File: src/rtl/core/bps_pkg.sv
package bps_pkg;

  localparam int PWM_RES           = 10;
  localparam int DEFAULT_GATE_FREQ = 2000;
  localparam int DUTY_W            = 10;
  localparam int PCT_W             = 7;
  localparam int PCT_MAX           = 100;

  // x / 100 as a multiply by a rounded-up reciprocal, exact for x < 2^23
  localparam int          RECIP_SHIFT = 32;
  localparam logic [63:0] RECIP       = ((64'd1 << RECIP_SHIFT) + 64'(PCT_MAX - 1)) / PCT_MAX;
  localparam logic [63:0] DUTY_MUL    = ((64'd1 << PWM_RES) - 64'd1) * RECIP;

  typedef enum logic [2:0] {
    OP_TICK      = 3'd0,
    OP_BEEP      = 3'd1,
    OP_BEEP_FREQ = 3'd2,
    OP_TWO_TONE  = 3'd3,
    OP_DOUBLE    = 3'd4,
    OP_STOP      = 3'd5
  } op_t;

  localparam logic [1:0] TT_WAIT   = 2'd0;
  localparam logic [1:0] TT_ARM    = 2'd1;
  localparam logic [1:0] TT_SECOND = 2'd2;

  localparam logic [1:0] DBL_IDLE   = 2'd0;
  localparam logic [1:0] DBL_FIRST  = 2'd1;
  localparam logic [1:0] DBL_GAP    = 2'd2;
  localparam logic [1:0] DBL_SECOND = 2'd3;

  typedef struct packed {
    logic [2:0]  operation;
    logic [31:0] first_duration_ms;
    logic [7:0]  first_duty_percent;
    logic [31:0] first_freq_hz;
    logic [31:0] second_freq_hz;
    logic [7:0]  second_duty_percent;
    logic [31:0] second_duration_ms;
    logic [15:0] gap_ms;
  } cmd_t;

  typedef struct packed {
    logic [DUTY_W-1:0] duty_level;
    logic [31:0]       gate_freq_hz;
    logic              active;
  } res_t;

  typedef struct packed {
    logic [31:0]       now_ms;
    logic [31:0]       end_ms;
    logic              running;
    logic              two_tone_on;
    logic [1:0]        two_tone_phase;
    logic [31:0]       pending_freq;
    logic [PCT_W-1:0]  pending_duty;
    logic [31:0]       pending_dur;
    logic              double_on;
    logic [1:0]        double_stage;
    logic [15:0]       double_gap;
    logic [15:0]       double_second_on;
    logic [PCT_W-1:0]  double_duty;
    logic [DUTY_W-1:0] cur_duty;
    logic [31:0]       cur_freq;
  } state_t;

  function automatic logic [PCT_W-1:0] clamp_pct(input logic [7:0] pct);
    return (pct > 8'(PCT_MAX)) ? PCT_W'(PCT_MAX) : pct[PCT_W-1:0];
  endfunction

  function automatic logic [DUTY_W-1:0] scale_duty(input logic [PCT_W-1:0] pct);
    logic [63:0] prod;
    prod = DUTY_MUL * 64'(pct);
    return prod[RECIP_SHIFT +: DUTY_W];
  endfunction

endpackage

File: src/rtl/core/bps_cmd_if.sv
interface bps_cmd_if import bps_pkg::*; ();
  logic valid;
  logic ready;
  cmd_t data;

  modport source (output valid, output data, input ready);
  modport sink (input valid, input data, output ready);
endinterface

File: src/rtl/core/bps_res_if.sv
interface bps_res_if import bps_pkg::*; ();
  logic valid;
  logic ready;
  res_t data;

  modport source (output valid, output data, input ready);
  modport sink (input valid, input data, output ready);
endinterface

File: src/rtl/core/beep_pattern_sequencer_core.sv
// channel | dir | payload                              | handshake
// cmd     | in  | operation, durations, duties, freqs  | valid / ready
// res     | out | duty_level, gate_freq_hz, active     | valid / ready
//
// one transaction per cycle sustained while no held result stalls; a command is taken into
// the input register, then goes through the step logic into the result register
// rst is synchronous: clears both stages and the sequencer state, gate frequency
// returns to the default; cmd.ready is low while rst is high
// a held result stalls the input register, which then holds cmd.ready low

module beep_pattern_sequencer_core import bps_pkg::*; (
  input logic      clk,
  input logic      rst,
  bps_cmd_if.sink  cmd,
  bps_res_if.source res
);

  logic   cmd_valid_q;
  cmd_t   cmd_q;
  logic   res_valid;
  res_t   res_q;
  state_t state;
  state_t state_next;
  state_t state_init;
  logic   advance;

  assign advance   = cmd_valid_q && (!res_valid || res.ready);
  assign cmd.ready = !rst && (!cmd_valid_q || advance);
  assign res.valid = res_valid;
  assign res.data  = res_q;

  always_comb begin
    state_init          = '0;
    state_init.cur_freq = 32'(DEFAULT_GATE_FREQ);
  end

  bps_step u_step (
    .st  (state),
    .cmd (cmd_q),
    .nx  (state_next)
  );

  always_ff @(posedge clk) begin
    if (rst) begin
      cmd_valid_q <= 1'b0;
    end else if (cmd.ready) begin
      cmd_valid_q <= cmd.valid;
    end
  end

  always_ff @(posedge clk) begin
    if (cmd.ready && cmd.valid) begin
      cmd_q <= cmd.data;
    end
  end

  always_ff @(posedge clk) begin
    if (rst) begin
      res_valid <= 1'b0;
    end else if (advance) begin
      res_valid <= 1'b1;
    end else if (res.ready) begin
      res_valid <= 1'b0;
    end
  end

  always_ff @(posedge clk) begin
    if (advance) begin
      res_q.duty_level   <= state_next.cur_duty;
      res_q.gate_freq_hz <= state_next.cur_freq;
      res_q.active       <= state_next.running;
    end
  end

  always_ff @(posedge clk) begin
    if (rst) begin
      state <= state_init;
    end else if (advance) begin
      state <= state_next;
    end
  end

endmodule

File: src/rtl/core/bps_step.sv
module bps_step import bps_pkg::*; (
  input  state_t st,
  input  cmd_t   cmd,
  output state_t nx
);

  logic [PCT_W-1:0]  duty1;
  logic [PCT_W-1:0]  duty2;
  logic [PCT_W-1:0]  scale_pct;
  logic [DUTY_W-1:0] scaled;
  logic [31:0]       now_inc;
  logic              tt_arm;

  assign duty1   = clamp_pct(cmd.first_duty_percent);
  assign duty2   = clamp_pct(cmd.second_duty_percent);
  assign now_inc = st.now_ms + 32'd1;
  assign tt_arm  = st.two_tone_on && (st.two_tone_phase == TT_ARM);

  // one scaler shared by all paths
  always_comb begin
    if (op_t'(cmd.operation) == OP_TICK) begin
      scale_pct = tt_arm ? st.pending_duty : st.double_duty;
    end else begin
      scale_pct = duty1;
    end
  end

  assign scaled = scale_duty(scale_pct);

  always_comb begin
    nx = st;
    unique case (op_t'(cmd.operation))
      OP_TICK: begin
        nx.now_ms = now_inc;
        if (st.running && (now_inc >= st.end_ms)) begin
          if (st.two_tone_on && (st.two_tone_phase == TT_WAIT)) begin
            nx.two_tone_phase = TT_ARM;
          end else if (tt_arm) begin
            nx.cur_freq       = st.pending_freq;
            nx.cur_duty       = scaled;
            nx.end_ms         = now_inc + st.pending_dur;
            nx.two_tone_phase = TT_SECOND;
          end else begin
            nx.cur_duty    = '0;
            nx.running     = 1'b0;
            nx.two_tone_on = 1'b0;
            if (st.double_on) begin
              unique case (st.double_stage)
                DBL_FIRST: begin
                  nx.double_stage = DBL_GAP;
                  nx.end_ms       = now_inc + 32'(st.double_gap);
                  nx.running      = 1'b1;
                end
                DBL_GAP: begin
                  nx.double_stage = DBL_SECOND;
                  nx.cur_duty     = scaled;
                  nx.end_ms       = now_inc + 32'(st.double_second_on);
                  nx.running      = 1'b1;
                end
                DBL_SECOND: begin
                  nx.double_on    = 1'b0;
                  nx.double_stage = DBL_IDLE;
                end
                default: begin
                end
              endcase
            end
          end
        end
      end
      OP_BEEP: begin
        nx.cur_duty    = scaled;
        nx.running     = 1'b1;
        nx.end_ms      = st.now_ms + cmd.first_duration_ms;
        nx.two_tone_on = 1'b0;
      end
      OP_BEEP_FREQ: begin
        nx.cur_freq    = cmd.first_freq_hz;
        nx.cur_duty    = scaled;
        nx.running     = 1'b1;
        nx.end_ms      = st.now_ms + cmd.first_duration_ms;
        nx.two_tone_on = 1'b0;
      end
      OP_TWO_TONE: begin
        // zero first duration drops the whole command, the state stays unchanged
        if (cmd.first_duration_ms != '0) begin
          nx.cur_freq = cmd.first_freq_hz;
          nx.cur_duty = scaled;
          nx.running  = 1'b1;
          nx.end_ms   = st.now_ms + cmd.first_duration_ms;
          if (cmd.second_duration_ms != '0) begin
            nx.two_tone_on    = 1'b1;
            nx.two_tone_phase = TT_WAIT;
            nx.pending_freq   = cmd.second_freq_hz;
            nx.pending_duty   = duty2;
            nx.pending_dur    = cmd.second_duration_ms;
          end else begin
            nx.two_tone_on = 1'b0;
          end
        end
      end
      OP_DOUBLE: begin
        nx.double_on        = 1'b1;
        nx.double_stage     = DBL_FIRST;
        nx.double_gap       = cmd.gap_ms;
        nx.double_second_on = cmd.second_duration_ms[15:0];
        nx.double_duty      = duty1;
        nx.two_tone_on      = 1'b0;
        nx.cur_duty         = scaled;
        nx.running          = 1'b1;
        nx.end_ms           = st.now_ms + 32'(cmd.first_duration_ms[15:0]);
      end
      OP_STOP: begin
        nx.cur_duty = '0;
        nx.running  = 1'b0;
      end
      default: begin
      end
    endcase
  end

endmodule

File: src/flat_wrapper.sv
// flat-port wrapper written by rule: the top's interface ports become plain ports
module beep_pattern_sequencer_core_flat import bps_pkg::*;
  (clk, rst, cmd_valid, cmd_data, cmd_ready, res_valid, res_data, res_ready);
  bps_cmd_if cmd_i ();
  bps_res_if res_i ();
  input logic clk;
  input logic rst;
  input wire logic [$bits(cmd_i.valid)-1:0] cmd_valid;
  input wire logic [$bits(cmd_i.data)-1:0] cmd_data;
  output wire logic [$bits(cmd_i.ready)-1:0] cmd_ready;
  output wire logic [$bits(res_i.valid)-1:0] res_valid;
  output wire logic [$bits(res_i.data)-1:0] res_data;
  input wire logic [$bits(res_i.ready)-1:0] res_ready;
  assign cmd_i.valid = cmd_valid;
  assign cmd_i.data = cmd_data;
  assign cmd_ready = cmd_i.ready;
  assign res_valid = res_i.valid;
  assign res_data = res_i.data;
  assign res_i.ready = res_ready;
  beep_pattern_sequencer_core u_core (.clk(clk), .rst(rst), .cmd(cmd_i), .res(res_i));
endmodule
File: config.mk
export PLATFORM = sky130hd
export DESIGN_NAME = beep_pattern_sequencer_core_flat
export DESIGN_NICKNAME = d
export VERILOG_FILES = /design/src/rtl/core/bps_pkg.sv /design/src/rtl/core/bps_cmd_if.sv /design/src/rtl/core/bps_res_if.sv /design/src/rtl/core/beep_pattern_sequencer_core.sv /design/src/rtl/core/bps_step.sv /design/src/flat_wrapper.sv
export SDC_FILE = /design/constraint.sdc
export NUM_CORES = 1
export LEC_CHECK = 0
export ABC_AREA = 1
export BUFFER_PORTS_ARGS = -buffer_cell sky130_fd_sc_hd__buf_2
export CAP_MARGIN = 15
export CORE_MARGIN = 2
export CORE_UTILIZATION = 30
export DETAILED_ROUTE_END_ITERATION = 6
export SLEW_MARGIN = 20
export SYNTH_ARGS = -nofsm -noshare
export SYNTH_HDL_FRONTEND = slang
export SYNTH_SLANG_ARGS = --single-unit
File: constraint.sdc
create_clock -name clk -period 9.3 [get_ports clk]
set_clock_uncertainty 0.2 [all_clocks]
set_input_delay 0.465 -clock clk [delete_from_list [all_inputs] [get_ports clk]]
set_output_delay 0.465 -clock clk [all_outputs]
set_load 0.01 [all_outputs]
==> summary.txt, run 1 <==
Routing
  – Pre-antenna DRT Iters: 6
  – Avg WL per Cell: 17.9 microns
  – Via density: 4.97
  – Routed Antenna Nets: 0
  – Via count: 25184
  – Starting DRT DRC Count: 2091
  – # DRC: 0
  – Routed WL: 91000 microns

Clock network
  – CTS root buffer: clkbuf_16
  – H-tree levels: 2
  – Sink Count: 431
  – CTS buffer count: 50
  – Maximum clock insertion buffer count: 3
  – Clock Latency Late Sink: 600 ps
  – CTS tree: done
  – Clock transition at path regs: 60 ps

Global route
  – GRT overflow: 0
  – GRT Util Overall: 19.1%
  – Antenna violations before repair: 3
  – Pin count of the biggest net entering global routing: 164
  – Number of global-route vias before repair: 24100
  – Met2 usage in global routing: 30.9%
  – GR Layer Usage met1: 26.9%
  – Busiest grt layer: met2
  – Global-route wire length before repair: 140000 microns
  – Met3 usage: 2.41%

Run
  – Number of max-cap violations: 0

Synth
  – Synth warnings: 0
  – Gate Count Post-Synth: 3508
  – Main synth FF type: dfxtp_1
  – Async SR Flop Fraction: 0%
  – Mapped Area: 27100 sq um
  – #FFs+latches synth: 431
  – Sequential area share after synthesis: 39.4%
  – Synth unique cells: 63
  – Post-synth EDFFs: 206
  – Syn nets: 3902
  – Syn Area/Cell: 7.73 sq um

STA
  – Min cycle time layout: 7230 ps
  – Setup_tns: 0 ps
  – Worst slew margin: 29.7%
  – Final hold vios: 0
  – Peak Freq: 0.138 GHz
  – Crit share post-route: 77.7%
  – Slew @ Worst Pin: 1050 ps
  – RSZ-0062 raised after global routing: false
  – Crit path setup slack, layout: 2070 ps
  – Slew Viols, Final: 0
  – Setup Viol. Count Final: 0

Power
  – Switching share of power: 31.4%
  – Clk pwr share: 37.8%
  – Pwr dens: 164 nW/um^2
  – Power Internal: 3.68 mW
  – Sw power: 1.69 mW
  – P_leak: 14.0 nW
  – Sequential power share: 39.5%
  – Max IR drop VDD: 154 uV
  – Logic gate share of total power: 22.6%

Cells and area
  – Most frequent cells in the layout: nand2_1, inv_1, a21oi_1
  – Share of layout cells above drive strength 1: 10.7%
  – Final instance area: 32800 sq um
  – Most common cell after layout, fill and taps aside: nand2_1
  – Final layout net count: 4247
  – Layout Utilization: 36.5%
  – Synthesis-to-finish area growth: 20.9%

Placed design
  – Post-DP Area: 29400 sq um
  – Routability cong.: 0.936
  – PortBufs: 211
  – Final HPWL DP: 67500 microns
  – Pre-CTS setup slack: 2160 ps

Floorplanning
  – Ports: 212
  – Die X: 305 microns
  – Cell row count: 110
  – Die height: 305 microns
  – Die ar.: 92800 sq um
  – Initial Util: 30.2%
  – Std-Cell Core Area: 89900 sq um

Critical path
  – Crit Path Max Fanout: 34
  – Worst Setup End Kind: flip-flop
  – WS Path Type: flip-flop to flip-flop
  – Worst path bufs/invs: 7
  – Most frequent cell on the critical path: inv_1
  – Largest delay share family, worst path: adder cells
  – CP Data Required Time: 9600 ps
  – Critical Path AT: 7520 ps
  – Critical-path top delay cell: fa_1
  – CP max stage delay: 660 ps
  – Setup crit start kind: flip-flop

Hold path
  – HP Class: input port to flip-flop

Status
  – Run status: finished clean
==> cells in the mapped netlist, types with 11 or more instances <==
master / instances / area [sq um]
o21bai_1: 19 / 143
inv_2: 14 / 52.6
nand4_1: 27 / 169
xnor2_1: 15 / 131
ha_1: 190 / 2380
dfxtp_1: 225 / 4500
clkbuf_1: 73 / 274
nand2_2: 20 / 125
a22oi_1: 32 / 240
nor3_1: 35 / 175
o211ai_1: 25 / 188
edfxtp_1: 206 / 6190
nand3_1: 188 / 941
nor4_1: 21 / 131
o21ai_0: 304 / 1520
nand2_1: 674 / 2530
a21boi_0: 11 / 82.6
nor2_1: 329 / 1230
or2_2: 19 / 119
nor2_4: 13 / 146
nand3b_1: 11 / 82.6
a21oi_1: 357 / 1790
o21ai_1: 33 / 165
a31oi_1: 13 / 81.3
o21a_1: 12 / 90.1
xor2_1: 29 / 254
fa_1: 37 / 741
nor2_2: 12 / 75.1
inv_1: 448 / 1680
a21o_1: 16 / 120
buf_1: 16 / 60.1
==> registers in the layout, summed over array words and instances (netlist names) <==
| signal | flops |
|---|---|
| u_core.cmd_valid_q | 1 |
| u_core.cmd_q | 163 |
| u_core.res.data | 43 |
| u_core.res.valid | 1 |
| u_core.state | 223 |
==> metal layers <==
metal	share of wire [%]	up-vias
li1	-	12539
met1	48	11773
met2	45	735
met3	5.1	131
met4	2.4	6
met5	0.044	-
==> cell type report <==
cell class              count  area, sq um
inverters                 464         1740
clock inverters            31          309
fillers                  9306        57100
clock buffers              63         1390
flip-flops and latches    431        10700
multi-input cells        2508        14300
well taps                1176         1470
repair buffers            398         2890
diodes                      1         2.50
==> logic make-up (layout without fill, tap and decap cells) <==
kind of cell / Yosys count / count (layout) / synth area share, %
adders and majority gates: 227 / 227 / 11.5
other: 0 / 1 / 0
and+or+nand+nor: 1367 / 1367 / 21.9
xor gates and xnor gates: 44 / 44 / 1.42
buffers and inverters: 569 / 956 / 8.02
DFF: 431 / 431 / 39.4
AOI/OAI and AO/OA: 870 / 870 / 17.8
==> path summary, 6_finish.rpt <==
kind                                        from                        endpoint  slack (ps)  cells after the start
hold / removal                               rst  u_core.state[128]$_SDFFE_PP0P_          90                      2
hold reg to reg    u_core.state[75]$_SDFFE_PP0P_   u_core.state[75]$_SDFFE_PP0P_         250                      2
setup / recovery  u_core.state[156]$_SDFFE_PP0P_   u_core.state[40]$_SDFFE_PP0P_        2070                     26
setup reg to reg  u_core.state[156]$_SDFFE_PP0P_   u_core.state[40]$_SDFFE_PP0P_        2070                     26
==> what timing repair did <==
| item | in CTS | in global routing |
|---|---|---|
| hold buffers | 166 | 0 |
| setup buffers | 0 | 0 |
| hold endpoints to repair | 165 | 0 |
| resized for setup | 0 | 0 |
==> metrics by stage <==
stage	hold WS, ps	total power, mW	std cells
floorplan	224	2.92	3508
global placement	239	3.31	4811
detailed placement	247	3.31	4811
CTS	61.7	5.42	5071
global route	80.3	5.66	5071
finish	87.6	5.37	5072
==> power groups by stage <==
stage          Combinational, mW  Clock, mW  Sequential [mW]
4_1_cts                     1.21       2.09             2.12
6_report                    1.22       2.03             2.12
5_1_grt                     1.36       2.16             2.13
2_1_floorplan              0.758          0             2.16
3_5_place_dp                1.14          0             2.16
3_3_place_gp                1.15          0             2.16
Power figures use the tool's default switching activity.
==> run 2: changes to the inputs <==
- ABC_AREA: 1 -> 0
- clock period: 9.3 -> 6.7 ns (I/O delays scaled with it)
==> run 2 against run 1 <==
Net effect:
- via count shrank 16%
- count of clock-buffer cells in the layout decreased by 1
- critical path depth fell by 8
- the run now ends with DRC left
- clock power increased by 42%
- worst hold slack improved by 130 ps
- maximum frequency is 14% higher
- synthesized cell count down 26%
==> summary.txt, run 2 <==
Routing
  – Via count: 21040 (-16%)
  – WL met1: 34600 microns (-20%)
  – Met3 WL: 3330 microns (-29%)
  – Routed Antenna Nets: 0 (unchanged)
  – Starting DRT DRC Count: 1619 (-23%)
  – WL met2: 37600 microns (-7.5%)
  – Routed WL: 77800 microns (-14%)
  – DR top layer: met5
  – Via density: 5.17 (+4.1%)
  – Avg WL per Cell: 19.1 microns (+6.6%)
  – # DRC: 2 (+2)
  – Pre-antenna DRT Iters: 7 (+1)

Synth
  – Top cell type's share of synthesized area: 24.8% (+2.0 points)
  – Syn Area/Cell: 9.54 sq um (+23%)
  – Synth warnings: 0 (unchanged)
  – Async SR Flop Fraction: 0% (unchanged)
  – Top cells by area, synth: edfxtp_1, dfxtp_1, ha_1, nand2_1, a21oi_1
  – Post-synth EDFFs: 206 (unchanged)
  – Largest family of logic cells by synthesized area: compound AO/OA/AOI/OAI gates
  – Synth Area in Compound Gates: 18.9% (+1.1 points)
  – Top post-synthesis cells by count: nand2_1, a21oi_1, dfxtp_1, edfxtp_1, ha_1
  – Synth area leader: edfxtp_1
  – #FFs+latches synth: 431 (unchanged)
  – Post-Synth Adder-Cell Area: 12.6% (+1.1 points)
  – Main synth FF type: dfxtp_1
  – Post-synthesis simple-gate area fraction: 14.5% (-7.4 points)
  – Gate Count Post-Synth: 2612 (-26%)
  – Sequential area share after synthesis: 42.9% (+3.5 points)
  – Most frequent cell after synthesis: nand2_1
  – Mapped Area: 24900 sq um (-8.1%)
  – Post-Synth XOR/XNOR Area: 5.57% (+4.2 points)
  – Syn nets: 3006 (-23%)
  – Synth unique cells: 89 (+41%)
  – Multiplexer share of the synthesized area: 1.04% (+1.0 points)

Global route
  – GRT Util Overall: 17.8% (-1.4 points)
  – Antenna violations before repair: 5 (+2)
  – GRT overflow: 0 (unchanged)
  – Pin count of the biggest net entering global routing: 149 (-9.1%)
  – Global-route wire length before repair: 120000 microns (-14%)
  – Number of global-route vias before repair: 20539 (-15%)

Floorplanning
  – Std-Cell Core Area: 82100 sq um (-8.6%)
  – Initial Util: 30.4% (+0.17 points)
  – Ports: 212 (unchanged)
  – Die X: 292 microns (-4.1%)
  – Die ar.: 85400 sq um (-8.0%)
  – Cell row count: 105 (-4.5%)
  – Die height: 292 microns (-4.1%)

Clock network
  – CTS buffer count: 50 (unchanged)
  – Maximum clock insertion buffer count: 3 (unchanged)
  – Clock Latency Late Sink: 630 ps (+30 ps)
  – Clock transition at path regs: 60 ps (about the same)
  – CTS tree: done
  – CTS root buffer: clkbuf_16
  – H-tree levels: 2 (unchanged)
  – Sink Count: 431 (unchanged)

Power
  – Sw power: 1.89 mW (+12%)
  – Max IR drop VDD: 182 uV (+18%)
  – Sequential power share: 42.0% (+2.5 points)
  – Pwr Total: 6.95 mW (+29%)
  – Pwr dens: 227 nW/um^2 (+38%)
  – P_leak: 12.3 nW (-12%)
  – Switching share of power: 27.1% (-4.3 points)
  – Power Internal: 5.06 mW (+37%)
  – Logic gate share of total power: 16.6% (-6.0 points)
  – Clk pwr share: 41.4% (+3.6 points)

Critical path
  – Critical Path AT: 6520 ps (-1000 ps)
  – CP Data Required Time: 6870 ps (-2730 ps)
  – Setup crit start kind: flip-flop
  – Crit Path Max Fanout: 7 (-79%)
  – WS Path Type: flip-flop to flip-flop
  – Worst Setup End Kind: flip-flop

Run
  – Number of max-cap violations: 0 (unchanged)

STA
  – Slew Viols, Final: 0 (unchanged)
  – Setup Viol. Count Final: 0 (unchanged)
  – Min cycle time layout: 6340 ps (-884 ps)
  – Worst slew margin: 29.5% (-0.18 points)
  – Slew @ Worst Pin: 1060 ps (+2.70 ps)
  – RSZ-0062 raised after global routing: false
  – Crit share post-route: 94.7% (+17 points)
  – Setup_tns: 0 ps (unchanged)
  – Final hold vios: 0 (unchanged)
  – Peak Freq: 0.158 GHz (+14%)
  – WHS: 221 ps (+133 ps)

Cells and area
  – Synthesis-to-finish area growth: 23.1%
  – Most frequent cells in the layout: nand2_1, a21oi_1, dfxtp_1
  – Most flops, register: u_core.state
  – Final layout net count: 3349 (-21%)
  – Largest register FFs: 223 (unchanged)
  – Final std cells w/o fill: 4069 (-20%)
  – Most common cell after layout, fill and taps aside: nand2_1
  – Share of layout cells above drive strength 1: 13.3% (+2.5 points)

Placed design
  – Routability cong.: 0.892 (-4.6%)
  – Placed insts: 3803 (-21%)
  – Final HPWL DP: 55300 microns (-18%)
  – PortBufs: 211 (unchanged)

Status
  – Failing checks: DRC
  – Run status: finished with violations

Hold path
  – HP Class: input port to flip-flop
## run 2: kinds of logic after synthesis
family | count (synthesis)
AOI/OAI and AO/OA | 716
and+or+nand+nor | 760
xor gates and xnor gates | 156
DFF | 431
buffers and inverters | 295
adders and majority gates | 230
muxes | 24
## run 2: worst paths after layout
path	cells past startpoint	from	slack (ps)	to
setup / recovery	18	u_core.cmd_q[160]$_DFFE_PP_	360	u_core.res.data[40]$_DFFE_PP_
hold / removal	2	cmd_data[62]	220	u_core.cmd_q[62]$_DFFE_PP_
setup reg to reg	18	u_core.cmd_q[160]$_DFFE_PP_	360	u_core.res.data[40]$_DFFE_PP_
hold reg to reg	2	u_core.state[10]$_SDFFE_PP1P_	250	u_core.state[10]$_SDFFE_PP1P_
## run 2: layout make-up
class | count | area (sq um)
repair buffers | 418 | 3070
inverters | 168 | 631
multi-input cells | 1886 | 13200
diodes | 3 | 7.51
well taps | 1070 | 1340
clock inverters | 31 | 410
flip-flops and latches | 431 | 10700
clock buffers | 62 | 1340
fillers | 8176 | 51400
## run 2: layer usage
layer / global-route usage [%] / vias up
met5: 0 / -
met4: 5.59 / 4
met3: 2.03 / 132
met2: 30.7 / 547
met1: 23.2 / 10134
li1: - / 10223
## run 2: power groups by stage
stage	Sequential [mW]	Clock (mW)	Combinational, mW
2_1_floorplan	2.97	0	0.712
4_1_cts	2.92	2.94	1.13
3_3_place_gp	2.97	0	1.04
5_1_grt	2.93	3.05	1.28
3_5_place_dp	2.97	0	1.04
6_report	2.92	2.88	1.15
## run 2: what timing repair did
item                       in CTS  in global routing
hold buffers                  167                  0
buffers inserted                0                  3
hold endpoints to repair      167                  0
gates resized for setup         0                  6
setup endpoints to repair       0                 10
## run 2: worst max-delay path, cell delays in order, from the launching register on
cell and delay (ps):
edfxtp_1 420, or3_1 520, o21a_1 260, fa_2 610, inv_2 90, fa_1 490
fa_1 550, fa_1 440, ha_1 240, a21o_1 180, a21o_1 190, maj3_1 370
o31ai_2 230, o211ai_1 130, a21o_1 250, a221oi_4 360, o21ai_0 170, xnor2_1 170
a22o_1 220
## run 2: stage by stage
| stage | util (%) | instance area (sq um) | worst slack, ps |
|---|---|---|---|
| 2_1_floorplan | - | 24900 | 20.5 |
| 5_1_grt | 37.4 | 30700 | 7.00 |
| 3_3_place_gp | 33.1 | 27200 | 149 |
| 3_5_place_dp | 33.1 | 27200 | 70.3 |
| 4_1_cts | 37.3 | 30600 | 64.2 |
| 6_report | 37.4 | 30700 | 356 |
==> run 3: changes to the inputs <==
- CORE_ASPECT_RATIO: not set -> 0.6
- CTS_BUF_LIST: not set -> sky130_fd_sc_hd__clkbuf_8
- SYNTH_HIERARCHICAL: not set -> 1
==> run 3 against run 2 <==
Net effect:
- the run now ends clean
- sequential cell count stayed put
- cell count is 17% higher
- sequential power hardly changed
- count of clock-buffer cells in the layout is 20 higher
- synthesized area is 16% higher
- critical endpoint is now u_core/state[41]$_SDFFE_PP0P_
- highest routed layer unchanged
==> summary.txt, run 3 <==
Synth
  – Mapped Area: 28900 sq um (+16%)
  – Top cell type's share of synthesized area: 21.4% (-3.4 points)
  – Syn Area/Cell: 9.66 sq um (+1.3%)
  – Top cells by area, synth: edfxtp_1, dfxtp_1, nand2b_1, ha_1, mux2i_1
  – Syn nets: 3388 (+13%)
  – Main synth FF type: dfxtp_1
  – Synth unique cells: 80 (-10%)
  – Async SR Flop Fraction: 0% (unchanged)
  – Most frequent cell after synthesis: nand2b_1
  – Post-synth EDFFs: 206 (unchanged)
  – Sequential area share after synthesis: 36.9% (-6.0 points)
  – Synth area leader: edfxtp_1
  – Gate Count Post-Synth: 2995 (+15%)
  – Top post-synthesis cells by count: nand2b_1, nand2_1, mux2i_1, dfxtp_1, edfxtp_1
  – #FFs+latches synth: 431 (unchanged)
  – Synth warnings: 6 (+6)

Power
  – Clk pwr share: 38.1% (-3.3 points)
  – Power Internal: 4.81 mW (-5.1%)
  – Switching share of power: 30.3% (+3.2 points)
  – Sw power: 2.09 mW (+11%)
  – Logic gate share of total power: 19.6% (+3.0 points)
  – Max IR drop VDD: 145 uV (-20%)
  – P_leak: 14.3 nW (+17%)
  – Sequential power share: 42.3% (+0.3 points)
  – Pwr dens: 195 nW/um^2 (-14%)

Routing
  – # DRC: 0 (-2)
  – Avg WL per Cell: 18.6 microns (-2.5%)
  – Routed WL: 89100 microns (+14%)
  – Via count: 23747 (+13%)
  – Pre-antenna DRT Iters: 7 (unchanged)
  – Via density: 4.97 (-3.9%)
  – Routed Antenna Nets: 0 (unchanged)
  – Starting DRT DRC Count: 2058 (+27%)

Critical path
  – Critical-path top delay cell: fa_1
  – Most frequent cell on the critical path: fa_1
  – WS Path Type: flip-flop to flip-flop
  – Crit Path Max Fanout: 6 (-1)
  – CP Data Required Time: 7120 ps (+250 ps)
  – Worst Setup End Kind: flip-flop
  – Cells along the critical path: or2_2, nor2_4, buf_6, nor3_1, a31oi_1, ha_1, inv_1, ha_1, fa_1, fa_1, fa_1, ha_4, and3_1, a41oi_2, a311oi_4, o31ai_2, a31oi_2, or4b_4, a31oi_4, o21bai_1, xnor2_1, a22o_1, nand2b_1, mux2i_1
  – CP max stage delay: 590 ps (-20 ps)
  – Critical Path AT: 6930 ps (+410 ps)
  – Setup crit start kind: flip-flop

STA
  – Setup_tns: 0 ps (unchanged)
  – Slew @ Worst Pin: 1010 ps (-48.8 ps)
  – Peak Freq: 0.153 GHz (-2.6%)
  – WHS: 77.5 ps (-143 ps)
  – Slew Viols, Final: 0 (unchanged)
  – Final hold vios: 0 (unchanged)
  – Crit share post-route: 97.3% (+2.6 points)
  – Setup Viol. Count Final: 0 (unchanged)
  – Worst slew margin: 32.7% (+3.3 points)
  – Min cycle time layout: 6520 ps (+172 ps)

Clock network
  – Clock transition at path regs: 70 ps (about the same)
  – H-tree levels: 3 (+1)
  – CTS root buffer: clkbuf_8
  – Clock Latency Late Sink: 790 ps (+160 ps)
  – CTS tree: done
  – CTS buffer count: 76 (+52%)
  – Maximum clock insertion buffer count: 3 (unchanged)
  – Sink Count: 431 (unchanged)

Placed design
  – Placed insts: 4428 (+16%)
  – PortBufs: 211 (unchanged)
  – Routability cong.: 0.920 (+3.1%)
  – Final HPWL DP: 62900 microns (+14%)

Cells and area
  – Final layout net count: 3795 (+13%)
  – Most common cell after layout, fill and taps aside: nand2b_1
  – Reg area: 10700 sq um (unchanged)
  – Most frequent cells in the layout: nand2b_1, nand2_1, mux2i_1
  – Most flops, register: u_core/state
  – Filler cells: 9640 (+18%)
  – Final std cells w/o fill: 4778 (+17%)
  – Synthesis-to-finish area growth: 21.9%
  – Multi-input gate area: 17100 sq um (+30%)
  – Share of layout cells above drive strength 1: 15.4% (+2.1 points)
  – Largest register FFs: 223 (unchanged)

Floorplanning
  – Die ar.: 99100 sq um (+16%)
  – Initial Util: 30.2% (-0.17 points)
  – Die height: 245 microns (-16%)
  – Ports: 212 (unchanged)
  – Cell row count: 88 (-16%)
  – Std-Cell Core Area: 95900 sq um (+17%)
  – Die X: 405 microns (+39%)

Global route
  – Global-route wire length before repair: 136000 microns (+14%)
  – Antenna violations before repair: 13 (+8)
  – GRT overflow: 0 (unchanged)
  – Number of global-route vias before repair: 22561 (+9.8%)
  – GRT Util Overall: 17.7% (-0.035 points)
  – Pin count of the biggest net entering global routing: 265 (+78%)

Run
  – Number of max-cap violations: 0 (unchanged)

Hold path
  – HP Class: input port to flip-flop

Status
  – Run status: finished clean
-- run 3: power by group through the flow --
stage	Clock, mW	Sequential, mW	Combinational [mW]
6_report	2.62	2.92	1.35
5_1_grt	2.85	2.93	1.49
4_1_cts	2.73	2.92	1.27
3_5_place_dp	0	2.97	1.16
3_3_place_gp	0	2.98	1.16
2_1_floorplan	0	2.96	0.806
-- run 3: worst paths after layout --
check	start	to	slack [ps]	cells after the start
setup / recovery	u_core/cmd_q[161]$_DFFE_PP_	u_core/state[41]$_SDFFE_PP0P_	180	24
hold / removal	cmd_data[63]	u_core/cmd_q[63]$_DFFE_PP_	80	2
setup reg to reg	u_core/cmd_q[161]$_DFFE_PP_	u_core/state[41]$_SDFFE_PP0P_	180	24
hold reg to reg	u_core/state[22]$_SDFFE_PP0P_	u_core/state[22]$_SDFFE_PP0P_	280	2
-- run 3: logic make-up (layout without fill, tap and decap cells) --
logic type | count (synthesis) | count (layout) | synth area share [%]
and+or+nand+nor | 1039 | 1039 | 19.4
AOI/OAI and AO/OA | 492 | 492 | 11.8
DFF | 431 | 431 | 36.9
buffers and inverters | 325 | 793 | 4.87
muxes | 318 | 318 | 11.4
adders and majority gates | 227 | 227 | 10.7
xor gates and xnor gates | 163 | 163 | 4.93
other | 0 | 10 | 0
-- run 3: critical path: cells and delay by family, from the launching register on --
| kind | cells | cell delay, ps |
|---|---|---|
| buffers and inverters | 2 | 230 |
| adders and majority gates | 6 | 2300 |
| AOI/OAI and AO/OA | 8 | 1680 |
| muxes | 1 | 70 |
| xor gates and xnor gates | 1 | 130 |
| DFF | 1 | 400 |
| and+or+nand+nor | 6 | 1350 |
-- run 3: layout make-up --
cell class	instances	share of cell area [%]
clock inverters	57	1.22
flip-flops and latches	431	30.3
well taps	1305	4.63
multi-input cells	2239	48.4
inverters	170	1.81
clock buffers	82	3.20
diodes	10	0.0709
repair buffers	484	10.4
-- run 3: through the flow --
stage / setup slack (ps) / power [mW] / instance area [sq um] / util, %
global placement: 133 / 4.13 / 31500 / 32.8
finish: 184 / 6.90 / 35300 / 36.8
global route: -22.1 / 7.27 / 35300 / 36.8
CTS: 19.1 / 6.92 / 35100 / 36.5
floorplan: 22.7 / 3.77 / 29000 / -
detailed placement: -26.4 / 4.13 / 31500 / 32.8
-- run 3: what timing repair did --
| action | CTS | global route |
|---|---|---|
| hold buffers | 193 | 0 |
| endpoints found under the setup margin | 6 | 14 |
| gates resized for setup | 3 | 28 |
| pin swaps | 3 | 11 |
| setup buffers | 5 | 2 |
| hold endpoints to repair | 202 | 0 |
-- run 3: metal layers --
layer | share of wire, % | track usage (%) | vias to the layer above
li1 | - | - | 11485
met5 | 0.066 | 0 | -
met2 | 38 | 23.6 | 831
met4 | 2.2 | 4.98 | 10
met3 | 9.3 | 5.21 | 140
met1 | 50 | 27.0 | 11281
